**src/rtl/blg_pkg.sv**
```systemverilog
// ---------------------------------------------------------------------------
// blg_pkg
// Types and constants shared by the battery level gauge modules: word
// layouts, controller states, command and status groups, fixed widths.
// ---------------------------------------------------------------------------
package blg_pkg;

    // fixed field widths
    localparam int SAMPLE_W  = 12;
    localparam int STATUS_W  = 8;
    localparam int MV_W      = 13;
    localparam int REF_W     = 12;
    localparam int LEVEL_W   = 7;
    localparam int CFG_W     = 13;
    localparam int CFG_IDX_W = 2;

    // shared divider: dividend and divisor widths, two quotient bits a cycle
    localparam int DIVD_W    = 24;
    localparam int DVS_W     = 16;
    localparam int DIV_STEPS = DIVD_W / 2;
    localparam int DIV_CNT_W = $clog2(DIV_STEPS);

    // status bit tested in both charger bytes
    localparam int STATUS_BIT_POS = 3;

    // percent scale and forced full level
    localparam logic [LEVEL_W-1:0] PERCENT_FULL = 7'd100;
    localparam int                 PERCENT_SCALE = 100;

    // register indexes
    localparam logic [CFG_IDX_W-1:0] REG_EMPTY_MV   = 2'd0;
    localparam logic [CFG_IDX_W-1:0] REG_FULL_MV    = 2'd1;
    localparam logic [CFG_IDX_W-1:0] REG_ADC_REF_MV = 2'd2;

    // register reset values
    localparam logic [MV_W-1:0]  EMPTY_MV_RST   = 13'd3300;
    localparam logic [MV_W-1:0]  FULL_MV_RST    = 13'd3900;
    localparam logic [REF_W-1:0] ADC_REF_MV_RST = 12'd3300;

    // history reset value of the newest entry
    localparam logic [SAMPLE_W-1:0] HIST_HEAD_RST = 12'd4095;

    // input word
    typedef struct packed {
        logic [SAMPLE_W-1:0] adc_sample;
        logic [STATUS_W-1:0] charge_status_byte;
        logic [STATUS_W-1:0] battery_status_byte;
    } blg_in_t;

    // result word
    typedef struct packed {
        logic [MV_W-1:0]    voltage_mv;
        logic [LEVEL_W-1:0] level_percent;
        logic               is_charging;
    } blg_out_t;

    // operand selection for the shared divider
    typedef enum logic [1:0] {
        DIV_AVG,
        DIV_VOLT,
        DIV_LVL
    } blg_div_sel_t;

    // controller states
    typedef enum logic [3:0] {
        S_IDLE,
        S_ACCUM,
        S_AVG_START,
        S_AVG_WAIT,
        S_MUL,
        S_VOLT_START,
        S_VOLT_WAIT,
        S_CLAMP,
        S_LVL_START,
        S_LVL_WAIT,
        S_FINISH
    } blg_state_t;

    // commands from controller to datapath
    typedef struct packed {
        logic         load;
        logic         accum;
        logic         shift;
        logic         div_start;
        blg_div_sel_t div_sel;
        logic         mul;
        logic         clamp;
        logic         finish;
    } blg_cmd_t;

    // status from datapath to controller
    typedef struct packed {
        logic div_busy;
        logic out_free;
    } blg_stat_t;

endpackage

```
**src/rtl/blg_divider.sv**
```systemverilog
// ---------------------------------------------------------------------------
// blg_divider
// Restoring unsigned divider, two quotient bits per cycle. Shared by the
// average, scaling and percent steps of the gauge.
// ---------------------------------------------------------------------------
module blg_divider
    import blg_pkg::*;
(
    input  logic              clk,
    input  logic              rst_n,
    input  logic              start,
    input  logic [DIVD_W-1:0] dividend,
    input  logic [DVS_W-1:0]  divisor,
    output logic              busy,
    output logic [DIVD_W-1:0] quotient
);

    logic                 busy_reg, busy_next;
    logic [DIV_CNT_W-1:0] cnt_reg, cnt_next;
    logic [DVS_W:0]       rem_reg, rem_next;
    logic [DIVD_W-1:0]    quo_reg, quo_next;
    logic [DVS_W-1:0]     dvs_reg, dvs_next;

    logic [DVS_W:0]       rem_a, rem_b;
    logic [DIVD_W-1:0]    quo_a, quo_b;

    // two dependent shift and subtract steps
    always_comb
    begin
        rem_a = {rem_reg[DVS_W-1:0], quo_reg[DIVD_W-1]};
        quo_a = {quo_reg[DIVD_W-2:0], 1'b0};
        if (rem_a >= {1'b0, dvs_reg})
        begin
            rem_a    = rem_a - {1'b0, dvs_reg};
            quo_a[0] = 1'b1;
        end
        rem_b = {rem_a[DVS_W-1:0], quo_a[DIVD_W-1]};
        quo_b = {quo_a[DIVD_W-2:0], 1'b0};
        if (rem_b >= {1'b0, dvs_reg})
        begin
            rem_b    = rem_b - {1'b0, dvs_reg};
            quo_b[0] = 1'b1;
        end
    end

    // next values
    always_comb
    begin
        busy_next = busy_reg;
        cnt_next  = cnt_reg;
        rem_next  = rem_reg;
        quo_next  = quo_reg;
        dvs_next  = dvs_reg;
        if (start)
        begin
            busy_next = 1'b1;
            cnt_next  = '0;
            rem_next  = '0;
            quo_next  = dividend;
            dvs_next  = divisor;
        end
        else if (busy_reg)
        begin
            rem_next = rem_b;
            quo_next = quo_b;
            cnt_next = cnt_reg + 1'b1;
            if (cnt_reg == DIV_CNT_W'(DIV_STEPS - 1))
            begin
                busy_next = 1'b0;
            end
        end
    end

    // control registers
    always_ff @(posedge clk or negedge rst_n)
    begin
        if (!rst_n)
        begin
            busy_reg <= 1'b0;
            cnt_reg  <= '0;
        end
        else
        begin
            busy_reg <= busy_next;
            cnt_reg  <= cnt_next;
        end
    end

    // operand registers
    always_ff @(posedge clk)
    begin
        rem_reg <= rem_next;
        quo_reg <= quo_next;
        dvs_reg <= dvs_next;
    end

    assign busy     = busy_reg;
    assign quotient = quo_reg;

endmodule

```
**src/rtl/blg_ctrl.sv**
```systemverilog
// ---------------------------------------------------------------------------
// blg_ctrl
// Sequencer of the gauge: accumulates the history, runs the three divides
// and the multiply in turn, and hands the result to the output register.
// ---------------------------------------------------------------------------
module blg_ctrl
    import blg_pkg::*;
#(
    parameter int HIST_DEPTH = 9
)
(
    input  logic      clk,
    input  logic      rst_n,
    input  logic      in_valid,
    output logic      in_ready,
    input  blg_stat_t stat,
    output blg_cmd_t  cmd
);

    localparam int CNT_W = (HIST_DEPTH > 1) ? $clog2(HIST_DEPTH) : 1;

    blg_state_t       state_reg, state_next;
    logic [CNT_W-1:0] cnt_reg, cnt_next;
    logic             accum_last;

    assign accum_last = (cnt_reg == CNT_W'(HIST_DEPTH - 1));

    // next state
    always_comb
    begin
        state_next = state_reg;
        unique case (state_reg)
            S_IDLE:       if (in_valid) state_next = S_ACCUM;
            S_ACCUM:      if (accum_last) state_next = S_AVG_START;
            S_AVG_START:  state_next = S_AVG_WAIT;
            S_AVG_WAIT:   if (!stat.div_busy) state_next = S_MUL;
            S_MUL:        state_next = S_VOLT_START;
            S_VOLT_START: state_next = S_VOLT_WAIT;
            S_VOLT_WAIT:  if (!stat.div_busy) state_next = S_CLAMP;
            S_CLAMP:      state_next = S_LVL_START;
            S_LVL_START:  state_next = S_LVL_WAIT;
            S_LVL_WAIT:   if (!stat.div_busy) state_next = S_FINISH;
            S_FINISH:     if (stat.out_free) state_next = S_IDLE;
            default:      state_next = S_IDLE;
        endcase
    end

    // outputs
    always_comb
    begin
        cmd      = '0;
        cmd.div_sel = DIV_AVG;
        in_ready = 1'b0;
        unique case (state_reg)
            S_IDLE:
            begin
                in_ready = 1'b1;
                cmd.load = in_valid;
            end
            S_ACCUM:      cmd.accum = 1'b1;
            S_AVG_START:
            begin
                cmd.shift     = 1'b1;
                cmd.div_start = 1'b1;
                cmd.div_sel   = DIV_AVG;
            end
            S_MUL:        cmd.mul = 1'b1;
            S_VOLT_START:
            begin
                cmd.div_start = 1'b1;
                cmd.div_sel   = DIV_VOLT;
            end
            S_CLAMP:      cmd.clamp = 1'b1;
            S_LVL_START:
            begin
                cmd.div_start = 1'b1;
                cmd.div_sel   = DIV_LVL;
            end
            S_FINISH:     cmd.finish = stat.out_free;
            default:      cmd.finish = 1'b0;
        endcase
    end

    // accumulate counter
    always_comb
    begin
        cnt_next = cnt_reg;
        if (state_reg == S_IDLE)
        begin
            cnt_next = '0;
        end
        else if (state_reg == S_ACCUM)
        begin
            cnt_next = cnt_reg + 1'b1;
        end
    end

    always_ff @(posedge clk or negedge rst_n)
    begin
        if (!rst_n)
        begin
            state_reg <= S_IDLE;
            cnt_reg   <= '0;
        end
        else
        begin
            state_reg <= state_next;
            cnt_reg   <= cnt_next;
        end
    end

endmodule

```
**src/rtl/blg_datapath.sv**
```systemverilog
// ---------------------------------------------------------------------------
// blg_datapath
// Sample history ring, running sum, multiplier, clamp, shared divider,
// configuration registers and the output register of the gauge.
// ---------------------------------------------------------------------------
module blg_datapath
    import blg_pkg::*;
#(
    parameter int WINDOW_LEN    = 10,
    parameter int ADC_FULL_CODE = 4095
)
(
    input  logic                 clk,
    input  logic                 rst_n,
    input  blg_cmd_t             cmd,
    output blg_stat_t            stat,
    input  blg_in_t              in_word,
    input  logic                 cfg_we,
    input  logic [CFG_IDX_W-1:0] cfg_index,
    input  logic [CFG_W-1:0]     cfg_data,
    output logic                 out_valid,
    input  logic                 out_stall,
    output blg_out_t             out_word
);

    localparam int HIST_DEPTH = WINDOW_LEN - 1;
    localparam int SUM_W      = SAMPLE_W + $clog2(WINDOW_LEN);
    localparam int PROD_W     = SAMPLE_W + REF_W;
    localparam int VOLT_W     = DIVD_W + 1;

    // configuration
    logic [MV_W-1:0]  empty_mv_reg, empty_mv_next;
    logic [MV_W-1:0]  full_mv_reg, full_mv_next;
    logic [REF_W-1:0] adc_ref_reg, adc_ref_next;

    // item working registers
    logic [SAMPLE_W-1:0] hist_reg [HIST_DEPTH];
    logic [SAMPLE_W-1:0] hist_next [HIST_DEPTH];
    logic [SAMPLE_W-1:0] sample_reg, sample_next;
    logic                chg_reg, chg_next;
    logic                bat_full_reg, bat_full_next;
    logic [SUM_W-1:0]    sum_reg, sum_next;
    logic [PROD_W-1:0]   prod_reg, prod_next;
    logic [MV_W-1:0]     volt_reg, volt_next;

    // output register
    logic     out_valid_reg, out_valid_next;
    blg_out_t out_word_reg, out_word_next;

    // divider hookup
    logic [DIVD_W-1:0] div_dividend;
    logic [DVS_W-1:0]  div_divisor;
    logic              div_busy;
    logic [DIVD_W-1:0] div_quot;

    logic [MV_W-1:0]   lvl_diff;
    logic [MV_W-1:0]   lvl_span;
    logic [DIVD_W-1:0] lvl_num;
    logic [VOLT_W-1:0] volt_wide;
    logic [VOLT_W-1:0] volt_clamped;
    logic              window_ok;

    // configuration writes
    always_comb
    begin
        empty_mv_next = empty_mv_reg;
        full_mv_next  = full_mv_reg;
        adc_ref_next  = adc_ref_reg;
        if (cfg_we)
        begin
            unique case (cfg_index)
                REG_EMPTY_MV:   empty_mv_next = cfg_data;
                REG_FULL_MV:    full_mv_next  = cfg_data;
                REG_ADC_REF_MV: adc_ref_next  = cfg_data[REF_W-1:0];
                default:        adc_ref_next  = adc_ref_reg;
            endcase
        end
    end

    // history ring and running sum: rotate while summing, then shift in
    always_comb
    begin
        hist_next     = hist_reg;
        sample_next   = sample_reg;
        chg_next      = chg_reg;
        bat_full_next = bat_full_reg;
        sum_next      = sum_reg;
        if (cmd.load)
        begin
            sample_next   = in_word.adc_sample;
            chg_next      = in_word.charge_status_byte[STATUS_BIT_POS];
            bat_full_next = in_word.battery_status_byte[STATUS_BIT_POS];
            sum_next      = SUM_W'(in_word.adc_sample);
        end
        if (cmd.accum)
        begin
            sum_next     = sum_reg + SUM_W'(hist_reg[HIST_DEPTH-1]);
            hist_next[0] = hist_reg[HIST_DEPTH-1];
            for (int i = 1; i < HIST_DEPTH; i++)
            begin
                hist_next[i] = hist_reg[i-1];
            end
        end
        if (cmd.shift)
        begin
            hist_next[0] = sample_reg;
            for (int i = 1; i < HIST_DEPTH; i++)
            begin
                hist_next[i] = hist_reg[i-1];
            end
        end
    end

    // scale the average against the reference
    assign prod_next = cmd.mul ? PROD_W'(div_quot[SAMPLE_W-1:0]) * PROD_W'(adc_ref_reg)
                               : prod_reg;

    // double and clamp to the window, lower bound first
    always_comb
    begin
        volt_wide    = {div_quot, 1'b0};
        volt_clamped = volt_wide;
        if (volt_clamped < VOLT_W'(empty_mv_reg))
        begin
            volt_clamped = VOLT_W'(empty_mv_reg);
        end
        if (volt_clamped > VOLT_W'(full_mv_reg))
        begin
            volt_clamped = VOLT_W'(full_mv_reg);
        end
        volt_next = cmd.clamp ? volt_clamped[MV_W-1:0] : volt_reg;
    end

    // percent numerator and span
    assign lvl_diff  = volt_reg - empty_mv_reg;
    assign lvl_span  = full_mv_reg - empty_mv_reg;
    assign lvl_num   = DIVD_W'(DIVD_W'(lvl_diff) * DIVD_W'(PERCENT_SCALE));
    assign window_ok = (full_mv_reg > empty_mv_reg);

    // divider operand selection
    always_comb
    begin
        unique case (cmd.div_sel)
            DIV_AVG:
            begin
                div_dividend = DIVD_W'(sum_reg);
                div_divisor  = DVS_W'(WINDOW_LEN);
            end
            DIV_VOLT:
            begin
                div_dividend = DIVD_W'(prod_reg);
                div_divisor  = DVS_W'(ADC_FULL_CODE);
            end
            DIV_LVL:
            begin
                div_dividend = lvl_num;
                div_divisor  = DVS_W'(lvl_span);
            end
            default:
            begin
                div_dividend = '0;
                div_divisor  = '0;
            end
        endcase
    end

    blg_divider u_div (
        .clk      (clk),
        .rst_n    (rst_n),
        .start    (cmd.div_start),
        .dividend (div_dividend),
        .divisor  (div_divisor),
        .busy     (div_busy),
        .quotient (div_quot)
    );

    // output register
    always_comb
    begin
        out_valid_next = out_valid_reg & out_stall;
        out_word_next  = out_word_reg;
        if (cmd.finish)
        begin
            out_valid_next           = 1'b1;
            out_word_next.voltage_mv = volt_reg;
            out_word_next.is_charging = chg_reg;
            if (bat_full_reg)
            begin
                out_word_next.level_percent = PERCENT_FULL;
            end
            else if (window_ok)
            begin
                out_word_next.level_percent = div_quot[LEVEL_W-1:0];
            end
            else
            begin
                out_word_next.level_percent = '0;
            end
        end
    end

    assign stat.div_busy = div_busy;
    assign stat.out_free = !out_valid_reg || !out_stall;

    // control and state registers
    always_ff @(posedge clk or negedge rst_n)
    begin
        if (!rst_n)
        begin
            empty_mv_reg  <= EMPTY_MV_RST;
            full_mv_reg   <= FULL_MV_RST;
            adc_ref_reg   <= ADC_REF_MV_RST;
            out_valid_reg <= 1'b0;
            hist_reg[0]   <= HIST_HEAD_RST;
            for (int i = 1; i < HIST_DEPTH; i++)
            begin
                hist_reg[i] <= '0;
            end
        end
        else
        begin
            empty_mv_reg  <= empty_mv_next;
            full_mv_reg   <= full_mv_next;
            adc_ref_reg   <= adc_ref_next;
            out_valid_reg <= out_valid_next;
            hist_reg      <= hist_next;
        end
    end

    // payload registers
    always_ff @(posedge clk)
    begin
        sample_reg   <= sample_next;
        chg_reg      <= chg_next;
        bat_full_reg <= bat_full_next;
        sum_reg      <= sum_next;
        prod_reg     <= prod_next;
        volt_reg     <= volt_next;
        out_word_reg <= out_word_next;
    end

    assign out_valid = out_valid_reg;
    assign out_word  = out_word_reg;

endmodule

```
**src/rtl/battery_level_gauge.sv**
```systemverilog
// ---------------------------------------------------------------------------
// battery_level_gauge
// Moving-average battery gauge: averaged voltage, percent level, charge flag.
// ---------------------------------------------------------------------------
// Usage
//   in channel : in_valid / in_stall / in_data, one word per battery sample
//                with both charger status bytes. in_stall is high while an
//                item is being worked on.
//   out channel: out_valid / out_stall / out_data, one result word per input.
//   cfg port   : cfg_we / cfg_index / cfg_data, write only while idle;
//                index 0 empty_mv, 1 full_mv, 2 adc_ref_mv, 3 is ignored.
// Sequence
//   an item is worked on to its end before the next one is accepted. Steps:
//   sum the history ring, average divide, multiply, scaling divide, clamp,
//   percent divide, hand-off; the three divides are passes of the shared
//   two-bit-per-cycle divider.
// Reset
//   registers return to 3300 / 3900 / 3300 mV, history to 4095 then zeros,
//   output empty.
// Stall
//   a finished word waits in the output register; the next item is accepted
//   and worked on meanwhile, and it holds in its last step until the output
//   register is free.
// ---------------------------------------------------------------------------
module battery_level_gauge
    import blg_pkg::*;
#(
    parameter int WINDOW_LEN    = 10,
    parameter int ADC_FULL_CODE = 4095
)
(
    input  logic                 clk,
    input  logic                 rst_n,
    input  logic                 in_valid,
    output logic                 in_stall,
    input  blg_in_t              in_data,
    output logic                 out_valid,
    input  logic                 out_stall,
    output blg_out_t             out_data,
    input  logic                 cfg_we,
    input  logic [CFG_IDX_W-1:0] cfg_index,
    input  logic [CFG_W-1:0]     cfg_data
);

    blg_cmd_t  cmd;
    blg_stat_t stat;
    logic      in_ready;

    assign in_stall = !in_ready;

    // sequencer
    blg_ctrl #(
        .HIST_DEPTH (WINDOW_LEN - 1)
    ) u_ctrl (
        .clk      (clk),
        .rst_n    (rst_n),
        .in_valid (in_valid),
        .in_ready (in_ready),
        .stat     (stat),
        .cmd      (cmd)
    );

    // arithmetic and storage
    blg_datapath #(
        .WINDOW_LEN    (WINDOW_LEN),
        .ADC_FULL_CODE (ADC_FULL_CODE)
    ) u_dp (
        .clk       (clk),
        .rst_n     (rst_n),
        .cmd       (cmd),
        .stat      (stat),
        .in_word   (in_data),
        .cfg_we    (cfg_we),
        .cfg_index (cfg_index),
        .cfg_data  (cfg_data),
        .out_valid (out_valid),
        .out_stall (out_stall),
        .out_word  (out_data)
    );

endmodule
```
**config.mk**
```make
export PLATFORM = sky130hd
export DESIGN_NAME = battery_level_gauge
export DESIGN_NICKNAME = d
export VERILOG_FILES = /design/src/rtl/blg_pkg.sv /design/src/rtl/blg_divider.sv /design/src/rtl/blg_ctrl.sv /design/src/rtl/blg_datapath.sv /design/src/rtl/battery_level_gauge.sv
export SDC_FILE = /design/constraint.sdc
export NUM_CORES = 1
export LEC_CHECK = 0
export BUFFER_PORTS_ARGS = -buffer_cell sky130_fd_sc_hd__buf_2
export CAP_MARGIN = 20
export CELL_PAD_IN_SITES_DETAIL_PLACEMENT = 0
export CELL_PAD_IN_SITES_GLOBAL_PLACEMENT = 1
export CORE_ASPECT_RATIO = 0.75
export CORE_UTILIZATION = 51
export DETAILED_ROUTE_END_ITERATION = 16
export HOLD_SLACK_MARGIN = 0.15
export PLACE_DENSITY = 0.8
export SYNTH_ARGS = -nofsm -noshare
export SYNTH_HDL_FRONTEND = slang
export SYNTH_HIERARCHICAL = 1
export SYNTH_SLANG_ARGS = --single-unit
```
**constraint.sdc**
```tcl
create_clock -name clk -period 6.45 [get_ports clk]
set_input_delay 0.3225 -clock clk [delete_from_list [all_inputs] [get_ports clk]]
set_output_delay 0.3225 -clock clk [all_outputs]
set_load 0.01 [all_outputs]
```
# == Word-level counts from Yosys, hierarchy flattened ==
# Index checks and enable logic that the tools add are counted.
# totals
word_cells,122
inputBits,48
reg_bits,304
output_inout_bits,23
# op_classes
n_lt_le_gt_ge,5
addsub,7
eq_ne,22
muxes,38
n_reduce_logical,16
mul,2
n_bitwise,2
# ops
operator,count
$mux 108,2
$pmux 24 s3,1
$mux 16,4
$mux 24,2
$pmux 4 s11,1
$mux 4,10
$pmux 13 s3,1
$ge 17x16->1,2
$sub 16x16->16,2
$sub 13x13->13,2
$gt 25x13->1,1
$lt 25x13->1,1
$mux 25,1
$mul 12x12->24,1
$eq 4x4->1 const B,5
$mul 13x5->18 const B,1
$add 16x12->16,1
$eq 4x3->1 const B,4
$gt 13x13->1,1
$mux 1,13
$mux 13,1
$pmux 3 s3,1
$add 4x1->4 const B,2
$eq 4x2->1 const B,2
other kinds (16),30

# == Longest topological paths before layout ==
# depth
depth_word,6
depth_mapped,23
mapped_depth_nobuf,23

# == Cells and area by module ==
# The synthesis kept the hierarchy.
# modules_own_cells
mod,instances,cells_each,area_per_inst_um2
blg_datapath,1,1624,17546.8
blg_divider,1,420,4240.3
blg_ctrl,1,63,573.0
battery_level_gauge,1,1,3.8

# == Worst setup path before layout ==
# Ideal clock, no wire load.
# synth_path
kind,register -> register
start,register u_dp.adc_ref_reg[5]
end,"register u_dp.prod_reg[22], data pin"
arrival_ps,5153
path_stages_with_launch,19
required_time_ps,6187
path_slack_ps,1034
setup_ps,263
period_less_slack_ps,5416
cell_sequence,dfstp_2 > clkbuf_1 > nand2_1 > fa_1 > fa_1 > fa_1 > inv_1 > fa_1 > inv_1 > fa_1 > inv_1 > ha_1 > or2_2 > a21oi_1 > a211oi_1 > o311ai_0 > a21oi_1 > a31oi_1 > o41ai_1
# synth_via
elab_chain_len,1
# synth_lines
item,line_no,rtl
"start, declared",blg_datapath.sv:34,"logic [REF_W-1:0] adc_ref_reg, adc_ref_next;"
"start signal, assigned",blg_datapath.sv:224,adc_ref_reg <= adc_ref_next;
$mul 12x12->24,blg_datapath.sv:115,assign prod_next = cmd.mul ? PROD_W'(div_quot[SAMPLE_W-1:0]) * PROD_W'(adc_ref_reg)
"end signal, assigned",blg_datapath.sv:237,prod_reg <= prod_next;
"end, declared",blg_datapath.sv:43,"logic [PROD_W-1:0] prod_reg, prod_next;"
# No other way between the ends.
# A chain may end at the register's enable or synchronous reset.

# == Worst setup path in the final report ==
# Same ends and word-level chain as after synthesis.

==> run_results.csv <==
group,metric,value,unit
outcome,outcome,"finished clean",
job,maxCapViolations,0,
cts,cts_buffer_depth,3,
hold_path,hold_start,"cfg_index[1]",
yosys,synth.yosys.warnings,6,
worst_setup_path,worst_setup_path_end_kind,"flop",
detailed_routing,detailedRoute.firstPassIterationCount,8,
grt,overflow_left_after_global_routing,0,
detailed_routing,detailroute.via_count,15679,
sta,maxSlewHeadroom,0.278,
yosys,async_flop_share,0.526,
worst_setup_path,crit_top_cell,"fa_1",
yosys,syn_inst,2108,
hold_path,hold_path_end,"u_dp/empty_mv_reg[11]$_DFFE_PN1P_",
sta,setup_repair_after_global_routing_missed_its_margin,"no",
finish,layout-area-overhead-vs-synth,10.5,%
yosys,ys_ff_latch,304,
floorplan,core_area,0.0433,sq mm
sta,timing.final.crit_period,5840,ps
worst_setup_path,crit_chain,"nand2_1, fa_1, fa_1, fa_1, inv_1, fa_1, inv_1, fa_1, inv_1, ha_1, or2_2, a21oi_1, a211oi_1, o311ai_0, a21oi_1, a31oi_1, o41ai_1",
sta,finalSetupViolations,0,
hold_path,worst_hold_path_type,"input pin to flop",
worst_setup_path,worstRegToRegCells,17,
worst_setup_path,crit-reg2reg-launch,"u_dp/adc_ref_reg[5]$_DFFE_PN1P_",
cts,clock_tree_sinks,304,
yosys,post_synth_edffs,128,
yosys,synth.top_cell.area_share,0.172,
cts,cts_root_buf,"clkbuf_16",
grt,grt_pass1_vias,15356,
yosys,synth_area_leaders,"edfxtp_1 (17%), dfrtp_1 (14%), ha_1 (11%), fa_1 (10%), mux2_2 (8.4%)",
yosys,synthFlopType,"edfxtp_1",
worst_setup_path,crit_path_start_kind,"flop",
sta,fmax,171,MHz
worst_setup_path,cp_num_buf_inv,3,
yosys,synth_area,0.0224,sq mm
yosys,synth_top_area_cell,"edfxtp_1",
grt,grt_antenna_before_repair,2,
detailed_routing,postRouteAntennaNets,0,
detailed_routing,vias_per_cell,5.62,
finish,area_of_the_multi_input_gates,0.0130,sq mm
detailed_routing,finalWirelength,51.7,mm
worst_setup_path,worst-r2r-setup-slack,610,ps
yosys,yosysUniqueCellTypes,88,
worst_setup_path,cp_data_arrival_time,6160,ps
yosys,syn-mean-instance-area,10.6,sq um
finish,insertedDiodeCount,0,
finish,fill_cells,3753,
cts,cts_tree,"built",
worst_setup_path,end_of_the_worst_register_to_register_path,"u_dp/prod_reg[22]$_DFFE_PP_",
grt,grt_max_degree,100,
placed_design,place_congestion,0.890,
cts,cts_inserted_buffers,31,
finish,largest_reg_flops,108,
worst_setup_path,critPathMaxFanout,13,
sta,final_min_period_over_clock_period,0.906,
cts,post_cts_resize_count,0,
finish,area.sequential,0.00821,sq mm
detailed_routing,detail_route.iter0.violations,1036,
sta,setup_total_negative_slack,0,ps
placed_design,port_buffers,56,
cts,path_clk_slew,60,ps
worst_setup_path,worstPathRequired,6760,ps
worst_setup_path,ws_path_type,"flop to flop",
floorplan,starting_utilization_of_the_core_area,0.517,
hold_path,holdPathStages,5,
placed_design,hpwlAfterDp,39.1,mm
floorplan,design.portCount,71,
floorplan,rows,66,
floorplan,die_height,183,microns
worst_setup_path,critical_path.slowest_cell,"dfstp_2",
grt,global_route_wire_length_before_repair,83.4,mm
grt,global_route.usage.total,0.234,
floorplan,design.die.area,0.0447,sq mm
detailed_routing,drc,0,
floorplan,die_w,244,microns
sta,finalMaxSlewViolations,0,
cts,cts_max_level,1,
sta,hold_vio_cnt_final,0,
worst_setup_path,critical_path.max_stage_delay,720,ps
yosys,synth.yosys.seq_area_share,0.367,
sta,timing.clock.skew,17.5,ps
sta,tightestPinTransition,1080,ps
cts,clock_latency,590,ps
detailed_routing,wl_per_cell,18.5,microns
finish,num-nets-final,2551,
worst_setup_path,crit_family,"adder cells",
finish,drive_above_1_share,0.179,
[repair_timing]
action,4_1_cts,5_1_grt
buffers inserted,0,0
endpoints found under the hold margin,152,0
hold buffers,29,0
[synth_stat cells, types with 22 or more instances]
library cell	number
inv_1	233
nor2b_1	24
xnor2_1	53
mux2_2	166
dfstp_2	32
ha_1	202
clkbuf_1	61
nand3_1	22
a21oi_1	75
o21ai_0	108
and2_1	76
nor2_1	86
fa_1	113
nand2_1	189
xor2_1	29
a21o_1	34
dfrtp_1	128
edfxtp_1	128
mux2i_1	29
[worst reg2reg max path, delay by kind of cell, from the launching register on]
kind / cells / cell delay, ps
AO/OA/AOI/OAI: 6 / 1340
adder cells (fa/ha/maj): 6 / 2920
buffers and inverters: 3 / 170
flip-flops: 1 / 720
AND/OR/NAND/NOR: 2 / 430
[layout by cell type, fill, tap and decap left out, types with 12 or more instances in the layout]
cell type	netlist	routed
nor2b_1	24	24
nand2_1	189	189
mux2_2	166	166
inv_1	233	233
mux2i_1	29	29
o211ai_1	21	21
dfstp_2	32	32
dfrtp_1	128	128
nor3_1	19	15
o21a_1	20	20
and2_1	76	76
buf_2	1	55
a21o_1	34	34
nand2b_1	16	16
xnor2_1	53	53
nor2_1	86	85
o21ai_0	108	108
edfxtp_1	128	128
buf_4	4	34
a21oi_1	75	75
dfxtp_1	16	16
and3_1	12	12
xor2_1	29	29
nand3_1	22	22
fa_1	113	113
ha_1	202	202
a211oi_1	19	19
mux2_4	15	15
a31oi_1	15	15
clkbuf_16	0	32
nor4_1	15	15
dlygate4sd3_1	0	29
[metal layers]
layer,vias to the layer above,part of all wire,track usage
met4,0,0.018,0.0468
li1,7502,-,-
met3,65,0.057,0.0382
met5,-,0,0
met2,347,0.44,0.358
met1,7765,0.49,0.351
[per-stage QoR]
step	util	worst slack, ps	instance area, sq um	hold WS [ps]	instances
detailed placement	0.539	656	23300	445	2703
global placement	0.539	677	23300	438	2703
CTS	0.571	613	24700	217	2790
finish	0.571	605	24700	246	2791
global route	0.571	313	24700	285	2791
floorplan	-	1030	22400	26.9	2110
[worst max path at each step]
stage / start / end / cells after the start
2_1_floorplan: u_dp/adc_ref_reg[5]$_DFFE_PN1P_ / u_dp/prod_reg[22]$_DFFE_PP_ / 18
3_3_place_gp: u_dp/u_div/quotient[3]$_DFFE_PP_ / u_dp/prod_reg[22]$_DFFE_PP_ / 17
3_5_place_dp: u_dp/adc_ref_reg[5]$_DFFE_PN1P_ / u_dp/prod_reg[22]$_DFFE_PP_ / 17
4_1_cts: u_dp/adc_ref_reg[5]$_DFFE_PN1P_ / u_dp/prod_reg[22]$_DFFE_PP_ / 17
5_1_grt: u_dp/adc_ref_reg[5]$_DFFE_PN1P_ / u_dp/prod_reg[22]$_DFFE_PP_ / 17
6_report: u_dp/adc_ref_reg[5]$_DFFE_PN1P_ / u_dp/prod_reg[22]$_DFFE_PP_ / 17
[cells by family after synthesis]
logic type / count (synthesis) / share of synthesized area
AO/OA/AOI/OAI: 373 / 0.112
XOR/XNOR: 82 / 0.0321
adder cells (fa/ha/maj): 315 / 0.214
buffers and inverters: 311 / 0.0543
flip-flops: 304 / 0.367
multiplexers: 210 / 0.107
other: 1 / 0.000168
AND/OR/NAND/NOR: 512 / 0.114
[area by class of cell]
cell class                      instances  share of cell area
Multi-Input combinational cell       1495               0.525
Sequential cell                       304               0.332
Clock buffer                           46              0.0386
Inverter                              236              0.0358
Timing Repair Buffer                  120              0.0348
Tap cell                              578              0.0293
Clock inverter                         12             0.00410
Power is left out: the tool's default activity adds up to more than one toggle a clock period on the data nets, which glitch-free logic cannot reach.
